$ cat config.mk
export PLATFORM = sky130hd
export DESIGN_NAME = qoi_pixel_stream_encoder
export DESIGN_NICKNAME = d
export VERILOG_FILES = /design/src/rtl/core/qoi_pse_pkg.sv /design/src/rtl/core/qoi_pse_ram.sv /design/src/rtl/core/qoi_pse_encode.sv /design/src/rtl/core/qoi_pse_serializer.sv /design/src/rtl/core/qoi_pixel_stream_encoder.sv
export SDC_FILE = /design/constraint.sdc
export NUM_CORES = 2
export LEC_CHECK = 0
export BUFFER_PORTS_ARGS = -buffer_cell sky130_fd_sc_hd__buf_2
export CORE_MARGIN = 3
export CORE_UTILIZATION = 49
export CTS_BUF_LIST = sky130_fd_sc_hd__clkbuf_4
export DETAILED_ROUTE_END_ITERATION = 10
export PLACE_DENSITY = 0.77
export SYNTH_ARGS = -nofsm -noshare
export SYNTH_HDL_FRONTEND = slang
export SYNTH_SLANG_ARGS = --single-unit
$ cat constraint.sdc
create_clock -name clk -period 10.8 [get_ports clk]
set_input_delay 2.16 -clock clk [delete_from_list [all_inputs] [get_ports clk]]
set_output_delay 2.16 -clock clk [all_outputs]
set_load 0.01 [all_outputs]
$ cat src/rtl/core/qoi_pse_pkg.sv
// ----------------------------------------------------------------------------
// qoi_pse_pkg
// Shared types, op codes and the colour index hash for the QOI pixel encoder.
// ----------------------------------------------------------------------------
package qoi_pse_pkg;

	localparam int unsigned INDEX_DEPTH = 64;
	localparam int unsigned SLOT_W      = $clog2(INDEX_DEPTH);
	localparam int unsigned PIXEL_W     = 32;
	localparam int unsigned MAX_BYTES   = 6;
	localparam int unsigned OP_BYTES    = 5;
	localparam int unsigned CNT_W       = 3;
	localparam int unsigned RUN_W       = 6;

	localparam logic [7:0] OP_RUN  = 8'hC0;
	localparam logic [7:0] OP_DIFF = 8'h40;
	localparam logic [7:0] OP_LUMA = 8'h80;
	localparam logic [7:0] OP_RGB  = 8'hFE;
	localparam logic [7:0] OP_RGBA = 8'hFF;

	localparam logic [RUN_W-1:0]   RUN_MAX  = 6'd62;
	localparam logic [PIXEL_W-1:0] PX_RESET = 32'h0000_00FF;

	// Bytes caused by one pixel, element 0 goes out first.
	typedef struct packed {
		logic [MAX_BYTES-1:0][7:0] bytes;
		logic [CNT_W-1:0]          count;
	} op_group_t;

	// State update decided by the encoder.
	typedef struct packed {
		logic             same_px;
		logic             idx_write;
		logic [RUN_W-1:0] run_d;
	} enc_ctl_t;

	// Index slot: (3r + 5g + 7b + 11a) mod 64, only the low six bits matter.
	function automatic logic [SLOT_W-1:0] slot_of(input logic [7:0] r, input logic [7:0] g,
			input logic [7:0] b, input logic [7:0] a);
		logic [SLOT_W-1:0] s;
		s = r[SLOT_W-1:0] * 6'd3 + g[SLOT_W-1:0] * 6'd5 + b[SLOT_W-1:0] * 6'd7
			+ a[SLOT_W-1:0] * 6'd11;
		return s;
	endfunction

endpackage

$ cat src/rtl/core/qoi_pse_ram.sv
// ----------------------------------------------------------------------------
// qoi_pse_ram
// Generic single-write, single-read RAM with registered read data.
// ----------------------------------------------------------------------------
module qoi_pse_ram #(
	parameter int unsigned WIDTH = 32,
	parameter int unsigned DEPTH = 64
) (
	input  logic                     clk,
	input  logic                     we,
	input  logic [$clog2(DEPTH)-1:0] waddr,
	input  logic [WIDTH-1:0]         wdata,
	input  logic                     re,
	input  logic [$clog2(DEPTH)-1:0] raddr,
	output logic [WIDTH-1:0]         rdata
);

	logic [WIDTH-1:0] mem_q [DEPTH];
	logic [WIDTH-1:0] rdata_q;

	always_ff @(posedge clk) begin
		if (we) begin
			mem_q[waddr] <= wdata;
		end
		if (re) begin
			rdata_q <= mem_q[raddr];
		end
	end

	assign rdata = rdata_q;

endmodule

$ cat src/rtl/core/qoi_pse_encode.sv
// ----------------------------------------------------------------------------
// qoi_pse_encode
// Chooses the QOI op for one pixel and lays out its bytes.
// ----------------------------------------------------------------------------
module qoi_pse_encode (
	input  logic [31:0]                          px,
	input  logic                                 last,
	input  logic [31:0]                          prev,
	input  logic [5:0]                           run,
	input  logic [31:0]                          entry,
	input  logic [qoi_pse_pkg::SLOT_W-1:0]       slot,
	output qoi_pse_pkg::op_group_t               grp,
	output qoi_pse_pkg::enc_ctl_t                ctl
);
	import qoi_pse_pkg::*;

	logic [7:0]        r, g, b, a;
	logic [7:0]        pr, pg, pb, pa;
	logic signed [8:0] dr, dg, db;
	logic signed [9:0] drg, dbg;
	logic              same, hit, flush, diff_ok, luma_ok;
	logic [RUN_W-1:0]  run_next;
	logic [7:0]        run_byte;
	logic [OP_BYTES-1:0][7:0] ops;
	logic [CNT_W-1:0]  op_n;
	logic [1:0]        dr2, dg2, db2;
	logic [3:0]        drg4, dbg4;
	logic [5:0]        dg6;

	assign {r, g, b, a}     = px;
	assign {pr, pg, pb, pa} = prev;

	assign dr  = $signed({1'b0, r}) - $signed({1'b0, pr});
	assign dg  = $signed({1'b0, g}) - $signed({1'b0, pg});
	assign db  = $signed({1'b0, b}) - $signed({1'b0, pb});
	assign drg = $signed({dr[8], dr}) - $signed({dg[8], dg});
	assign dbg = $signed({db[8], db}) - $signed({dg[8], dg});

	assign dr2  = dr[1:0] + 2'd2;
	assign dg2  = dg[1:0] + 2'd2;
	assign db2  = db[1:0] + 2'd2;
	assign dg6  = dg[5:0] + 6'd32;
	assign drg4 = drg[3:0] + 4'd8;
	assign dbg4 = dbg[3:0] + 4'd8;

	assign diff_ok = (dr >= -9'sd2) && (dr <= 9'sd1) && (dg >= -9'sd2) && (dg <= 9'sd1)
		&& (db >= -9'sd2) && (db <= 9'sd1);
	assign luma_ok = (dg >= -9'sd32) && (dg <= 9'sd31) && (drg >= -10'sd8)
		&& (drg <= 10'sd7) && (dbg >= -10'sd8) && (dbg <= 10'sd7);

	assign same     = (px == prev);
	assign hit      = (entry == px);
	assign run_next = run + 6'd1;

	always_comb begin
		ops  = '0;
		op_n = '0;
		if (hit) begin
			ops[0] = {2'b00, slot};
			op_n   = 3'd1;
		end else if (a != pa) begin
			ops  = {a, b, g, r, OP_RGBA};
			op_n = 3'd5;
		end else if (diff_ok) begin
			ops[0] = OP_DIFF | {2'b00, dr2, dg2, db2};
			op_n   = 3'd1;
		end else if (luma_ok) begin
			ops[0] = OP_LUMA | {2'b00, dg6};
			ops[1] = {drg4, dbg4};
			op_n   = 3'd2;
		end else begin
			ops[3:0] = {b, g, r, OP_RGB};
			op_n     = 3'd4;
		end
	end

	always_comb begin
		grp           = '0;
		ctl.same_px   = same;
		ctl.idx_write = 1'b0;
		ctl.run_d     = '0;
		if (same) begin
			// extend the run, flush it when full or at end of image
			flush    = (run_next >= RUN_MAX) || last;
			run_byte = OP_RUN | {2'b00, run};
			grp.bytes[0] = run_byte;
			grp.count    = flush ? 3'd1 : 3'd0;
			ctl.run_d    = flush ? '0 : run_next;
		end else begin
			flush    = (run != '0);
			run_byte = OP_RUN | {2'b00, run - 6'd1};
			if (flush) begin
				grp.bytes = {ops, run_byte};
				grp.count = op_n + 3'd1;
			end else begin
				grp.bytes = {8'h00, ops};
				grp.count = op_n;
			end
			ctl.idx_write = !hit;
		end
	end

endmodule

$ cat src/rtl/core/qoi_pse_serializer.sv
// ----------------------------------------------------------------------------
// qoi_pse_serializer
// Holds the bytes of one pixel and hands them out one word at a time.
// ----------------------------------------------------------------------------
module qoi_pse_serializer (
	input  logic                   clk,
	input  logic                   arst_n,
	input  logic                   load,
	input  qoi_pse_pkg::op_group_t grp,
	output logic                   free,
	output logic                   byte_valid,
	input  logic                   byte_stall,
	output logic [7:0]             op_byte,
	output logic                   last_of_run
);
	import qoi_pse_pkg::*;

	logic [MAX_BYTES-1:0][7:0] bytes_q;
	logic [CNT_W-1:0]          cnt_q;
	logic                      pop;

	assign byte_valid  = (cnt_q != '0);
	assign pop         = byte_valid && !byte_stall;
	assign free        = (cnt_q == '0) || ((cnt_q == 3'd1) && pop);
	assign op_byte     = bytes_q[0];
	assign last_of_run = (cnt_q == 3'd1);

	always_ff @(posedge clk or negedge arst_n) begin
		if (!arst_n) begin
			cnt_q <= '0;
		end else if (load) begin
			cnt_q <= grp.count;
		end else if (pop) begin
			cnt_q <= cnt_q - 3'd1;
		end
	end

	always_ff @(posedge clk) begin
		if (load) begin
			bytes_q <= grp.bytes;
		end else if (pop) begin
			// advance to the next byte
			bytes_q <= {8'h00, bytes_q[MAX_BYTES-1:1]};
		end
	end

endmodule

$ cat src/rtl/core/qoi_pixel_stream_encoder.sv
// ----------------------------------------------------------------------------
// qoi_pixel_stream_encoder
// QOI op stream encoder: one RGBA8 pixel in, zero to six op bytes out.
// ----------------------------------------------------------------------------
// Timing: a pixel accepted into the stage-1 register is encoded in the following
//   cycle; its bytes load into the serializer when that is free, and go out from there.
// Throughput: one pixel per cycle while each pixel causes at most one byte and the
//   byte side does not stall; longer ops hold pixels back while the single byte port sends them.
// Reset: arst_n clears the previous pixel to 0,0,0,255, the run count and all
//   colour index valid bits at once; no clearing pass, pixels accepted at once.
// ----------------------------------------------------------------------------
module qoi_pixel_stream_encoder (
	input  logic       clk,
	input  logic       arst_n,
	input  logic       pixel_valid,
	output logic       pixel_stall,
	input  logic [7:0] red,
	input  logic [7:0] green,
	input  logic [7:0] blue,
	input  logic [7:0] alpha,
	input  logic       last_pixel,
	output logic       byte_valid,
	input  logic       byte_stall,
	output logic [7:0] op_byte,
	output logic       last_of_run
);
	import qoi_pse_pkg::*;

	// Stage 1: the pixel register; the index RAM read runs alongside it.
	logic                 valid_s1;
	logic [PIXEL_W-1:0]   px_s1;
	logic                 last_s1;
	logic [SLOT_W-1:0]    slot_s1;
	logic                 fwd_s1;

	// Image state, updated when the stage-1 pixel advances.
	logic [PIXEL_W-1:0]   prev_q;
	logic [RUN_W-1:0]     run_q;
	logic [INDEX_DEPTH-1:0] vld_q;

	logic                 pixel_accept;
	logic                 s1_adv;
	logic [SLOT_W-1:0]    slot_in;
	logic [PIXEL_W-1:0]   rd_data;
	logic [PIXEL_W-1:0]   entry;
	logic                 idx_we;
	logic                 ser_free;
	op_group_t            grp;
	enc_ctl_t             ctl;

	assign slot_in = slot_of(red, green, blue, alpha);

	// The stage-1 pixel moves on when it has no bytes or the serializer
	// can take its bytes in this cycle.
	assign s1_adv       = valid_s1 && ((grp.count == '0) || ser_free);
	assign pixel_stall  = valid_s1 && !s1_adv;
	assign pixel_accept = pixel_valid && !pixel_stall;

	// The last pixel wipes the index anyway, so it writes nothing.
	assign idx_we = s1_adv && ctl.idx_write && !last_s1;

	// An entry never written since reset or the last image reads as zero.
	// A write to the same slot that landed together with the RAM read missed it, so
	// take it from the previous pixel, which is what was written.
	always_comb begin
		if (fwd_s1) begin
			entry = prev_q;
		end else if (vld_q[slot_s1]) begin
			entry = rd_data;
		end else begin
			entry = '0;
		end
	end

	qoi_pse_ram #(
		.WIDTH (PIXEL_W),
		.DEPTH (INDEX_DEPTH)
	) u_index (
		.clk   (clk),
		.we    (idx_we),
		.waddr (slot_s1),
		.wdata (px_s1),
		.re    (pixel_accept),
		.raddr (slot_in),
		.rdata (rd_data)
	);

	qoi_pse_encode u_encode (
		.px    (px_s1),
		.last  (last_s1),
		.prev  (prev_q),
		.run   (run_q),
		.entry (entry),
		.slot  (slot_s1),
		.grp   (grp),
		.ctl   (ctl)
	);

	qoi_pse_serializer u_serializer (
		.clk         (clk),
		.arst_n      (arst_n),
		.load        (s1_adv && (grp.count != '0)),
		.grp         (grp),
		.free        (ser_free),
		.byte_valid  (byte_valid),
		.byte_stall  (byte_stall),
		.op_byte     (op_byte),
		.last_of_run (last_of_run)
	);

	// Stage-1 control: valid and the bypass flag.
	always_ff @(posedge clk or negedge arst_n) begin
		if (!arst_n) begin
			valid_s1 <= 1'b0;
			fwd_s1   <= 1'b0;
		end else begin
			if (pixel_accept) begin
				valid_s1 <= 1'b1;
				fwd_s1   <= idx_we && (slot_in == slot_s1);
			end else if (s1_adv) begin
				valid_s1 <= 1'b0;
			end
		end
	end

	// Stage-1 payload: hold while stalled.
	always_ff @(posedge clk) begin
		if (pixel_accept) begin
			px_s1   <= {red, green, blue, alpha};
			last_s1 <= last_pixel;
			slot_s1 <= slot_in;
		end
	end

	// Image state: drop everything back to reset after the last pixel.
	always_ff @(posedge clk or negedge arst_n) begin
		if (!arst_n) begin
			prev_q <= PX_RESET;
			run_q  <= '0;
			vld_q  <= '0;
		end else if (s1_adv) begin
			if (last_s1) begin
				prev_q <= PX_RESET;
				run_q  <= '0;
				vld_q  <= '0;
			end else begin
				run_q <= ctl.run_d;
				if (!ctl.same_px) begin
					prev_q <= px_s1;
				end
				if (idx_we) begin
					vld_q[slot_s1] <= 1'b1;
				end
			end
		end
	end

endmodule

==> metrics.cfg <==
[sta]
max_freq_mhz = 97.7
fin_skew_ps = 98.8
hold_viol_final = 0
max-slew-margin-rel_pct = 10.2
fin_crit_ps = 10230
fin_crit_sh_pct = 94.7
rsz0062_at_grt = false
slew_viol_final = 0
setup_viol = 0
setup_tns_ps = 0
worstMarginPinSlew_ps = 1350

[synthesis]
syn-num-nets = 4599
synth-main-ff-cell = edfxtp_1
synth-edff-count = 2167
synthCells = 4469
syn_avg_cell_area_um2 = 20.8
synth_cell_type_count = 96
yosysWarnings = 0
ys_seq_area_share_pct = 73.0
ys_ff_latch = 2274
synth_area_um2 = 92800
synth-async-reset-ratio_pct = 4.71

[floorplanning]
die_x_um = 441
die_h_um = 441
num_rows = 159
coreArea_um2 = 188000
die_area_um2 = 195000
start_util_pct = 49.4
pin_count = 48

[critical_path]
cp_slowest_cell = fa_1
worstSetupEndpointType = output pin
crit_arrival_ps = 8070
path_class = flop to output pin
rrSetupSlack_ps = 2300
critPathBufInv = 4
worst_path_dominant_cell_family = compound AO/OA/AOI/OAI gates
path_max_fanout = 14
cp_slowest_stage_delay_ps = 420
timing.rr.start = px_s1[8]
r2r_cells = 30
cp_num_cells = 28
critPathLaunchType = flop
startpoint = px_s1[8]
worstPathRequired_ps = 8640

[detailed_routing]
routed_via_density = 6.47
ant_nets = 0
post_drt_wl_per_cell_um = 32.1
wl_um = 252000
vias = 51000
drt_iter0_drc = 7513
drc = 0
drtPass1Iterations = 6

[placed_design]
finalWeightedCongestion = 0.939
dp.cells = 6915
dp_hpwl_um = 139000
port_buffers = 47
placed_cell_area_um2 = 97000

[finish]
regArea_um2 = 67800
layout_common_cells = edfxtp_1 (2167), clkbuf_4 (828), mux4_2 (676), buf_4 (151), inv_1 (129)
stdcell_count = 7874
multi_input_area_um2 = 24000
synthToLayoutAreaGrowth_pct = 12.0
num-fill-cells = 13800
finalInstanceArea_um2 = 104000
final_layout_size_suffix_gt1_share_pct = 34.6
fin_nets = 5118
layout_commonest_cell = edfxtp_1

[clock_tree]
clock_path_buffers = 4
cts_root_buffer = clkbuf_4
clock_sinks = 2274
hold_buffers = 0
clock_latency_ps = 1340
cts_tree = yes
clk_pin_slew_worst_paths_ps = 60
numCtsBuffers = 565
cts_htree_levels = 6

[global_routing]
grt_pass1_vias = 51000
grt_max_degree = 153
grt_overflow = 0
grt_usage_pct = 26.1
grt_pass1_wl_um = 361000
antenna_found_initial = 17

[hold_path]
holdCritPathClass = flop to flop
min_path_cells = 1
min_from = vld_q[47]

[flow_run]
drv_cap = 0

[pwr]
p_total_mw = 31.8
peakVddDrop_mv = 0.651
p_leak_nw = 34.0
p_per_area_nw_per_um2 = 306

[run_status]
outcome = finished, final reports clean

-- flip-flops by register name (all words and copies together), names as in the netlist --
name and cells:
last_s1 1, valid_s1 1, u_serializer.cnt_q 3, u_serializer.bytes_q 40, slot_s1 6, vld_q 64
u_index.rdata 32, fwd_s1 1, px_s1 32, u_index.mem_q 2048, prev_q 32, run_q 6
u_serializer.op_byte 8
-- final cells by class --
type / count / area share (%)
inverter: 130 / 0.469
timing repair buffer: 208 / 1.52
clock inverter: 118 / 0.751
clock buffer: 828 / 5.98
tap: 2495 / 3.00
multi-input combinational: 1809 / 23.1
sequential: 2274 / 65.2
antenna: 12 / 0.0289
-- synthesized netlist by cell type, types with 30 or more instances --
cell type | instances | area [um2]
buf_1 | 52 | 195
nand3_1 | 45 | 225
a21oi_1 | 57 | 285
xnor2_1 | 44 | 385
o21ai_0 | 32 | 160
a21o_1 | 30 | 225
o21a_1 | 57 | 428
nor3_1 | 48 | 240
mux4_2 | 676 | 15200
clkbuf_1 | 167 | 627
nor2_1 | 87 | 327
edfxtp_1 | 2167 | 65100
dfrtp_1 | 99 | 2480
ha_1 | 65 | 813
nand2_1 | 109 | 409
o22ai_1 | 35 | 219
nor4_1 | 69 | 432
inv_1 | 129 | 484
-- power by group --
part	internal, mW	switching (mW)
sequential	10.8	0.400
combinational	5.69	7.90
clock	3.78	3.33
total	20.2	11.6
-- through the flow --
step,utilization [%],setup slack (ps),hold WS (ps)
6_report,55.3,569,489
5_1_grt,55.3,89.7,507
4_1_cts,55.3,39.4,479
3_5_place_dp,51.6,1480,477
3_3_place_gp,51.6,1610,470
2_1_floorplan,-,524,457
-- path summary, 6_finish.rpt --
| path | endpoint |
|---|---|
| hold reg to reg | vld_q[47] |
| max in group asynchronous | vld_q[11] |
| setup / recovery | pixel_stall |
| hold / removal | vld_q[47] |
| min in group asynchronous | run_q[1] |
| setup reg to reg | u_index.mem_q[31][17] |
-- cells by family (layout without fill, tap and decap cells) --
group | count (synthesis) | in the layout | synth area share (%)
buffers and inverters | 386 | 1284 | 1.68
other | 0 | 12 | 0
AOI/OAI and AO/OA | 441 | 441 | 3.43
DFF | 2274 | 2274 | 73.0
muxes | 705 | 705 | 16.7
and+or+nand+nor | 499 | 499 | 3.01
adders and majority gates | 94 | 94 | 1.49
xor gates and xnor gates | 70 | 70 | 0.675
-- per-layer routing --
layer	routed length, um	global-route usage [%]	vias up	share of wire, %
met1	90700	35.4	26400	36
met5	34	0	-	0.013
li1	-	-	20200	-
met3	32100	7.23	584	13
met4	11200	12.0	6	4.4
met2	118000	39.6	3814	47
-- repair_timing --
item / 4_1_cts / 5_1_grt
endpoints found under the setup margin: 0 / 1
gates resized for setup: 0 / 2
buffers inserted: 0 / 1
Power figures use the tool's default switching activity.
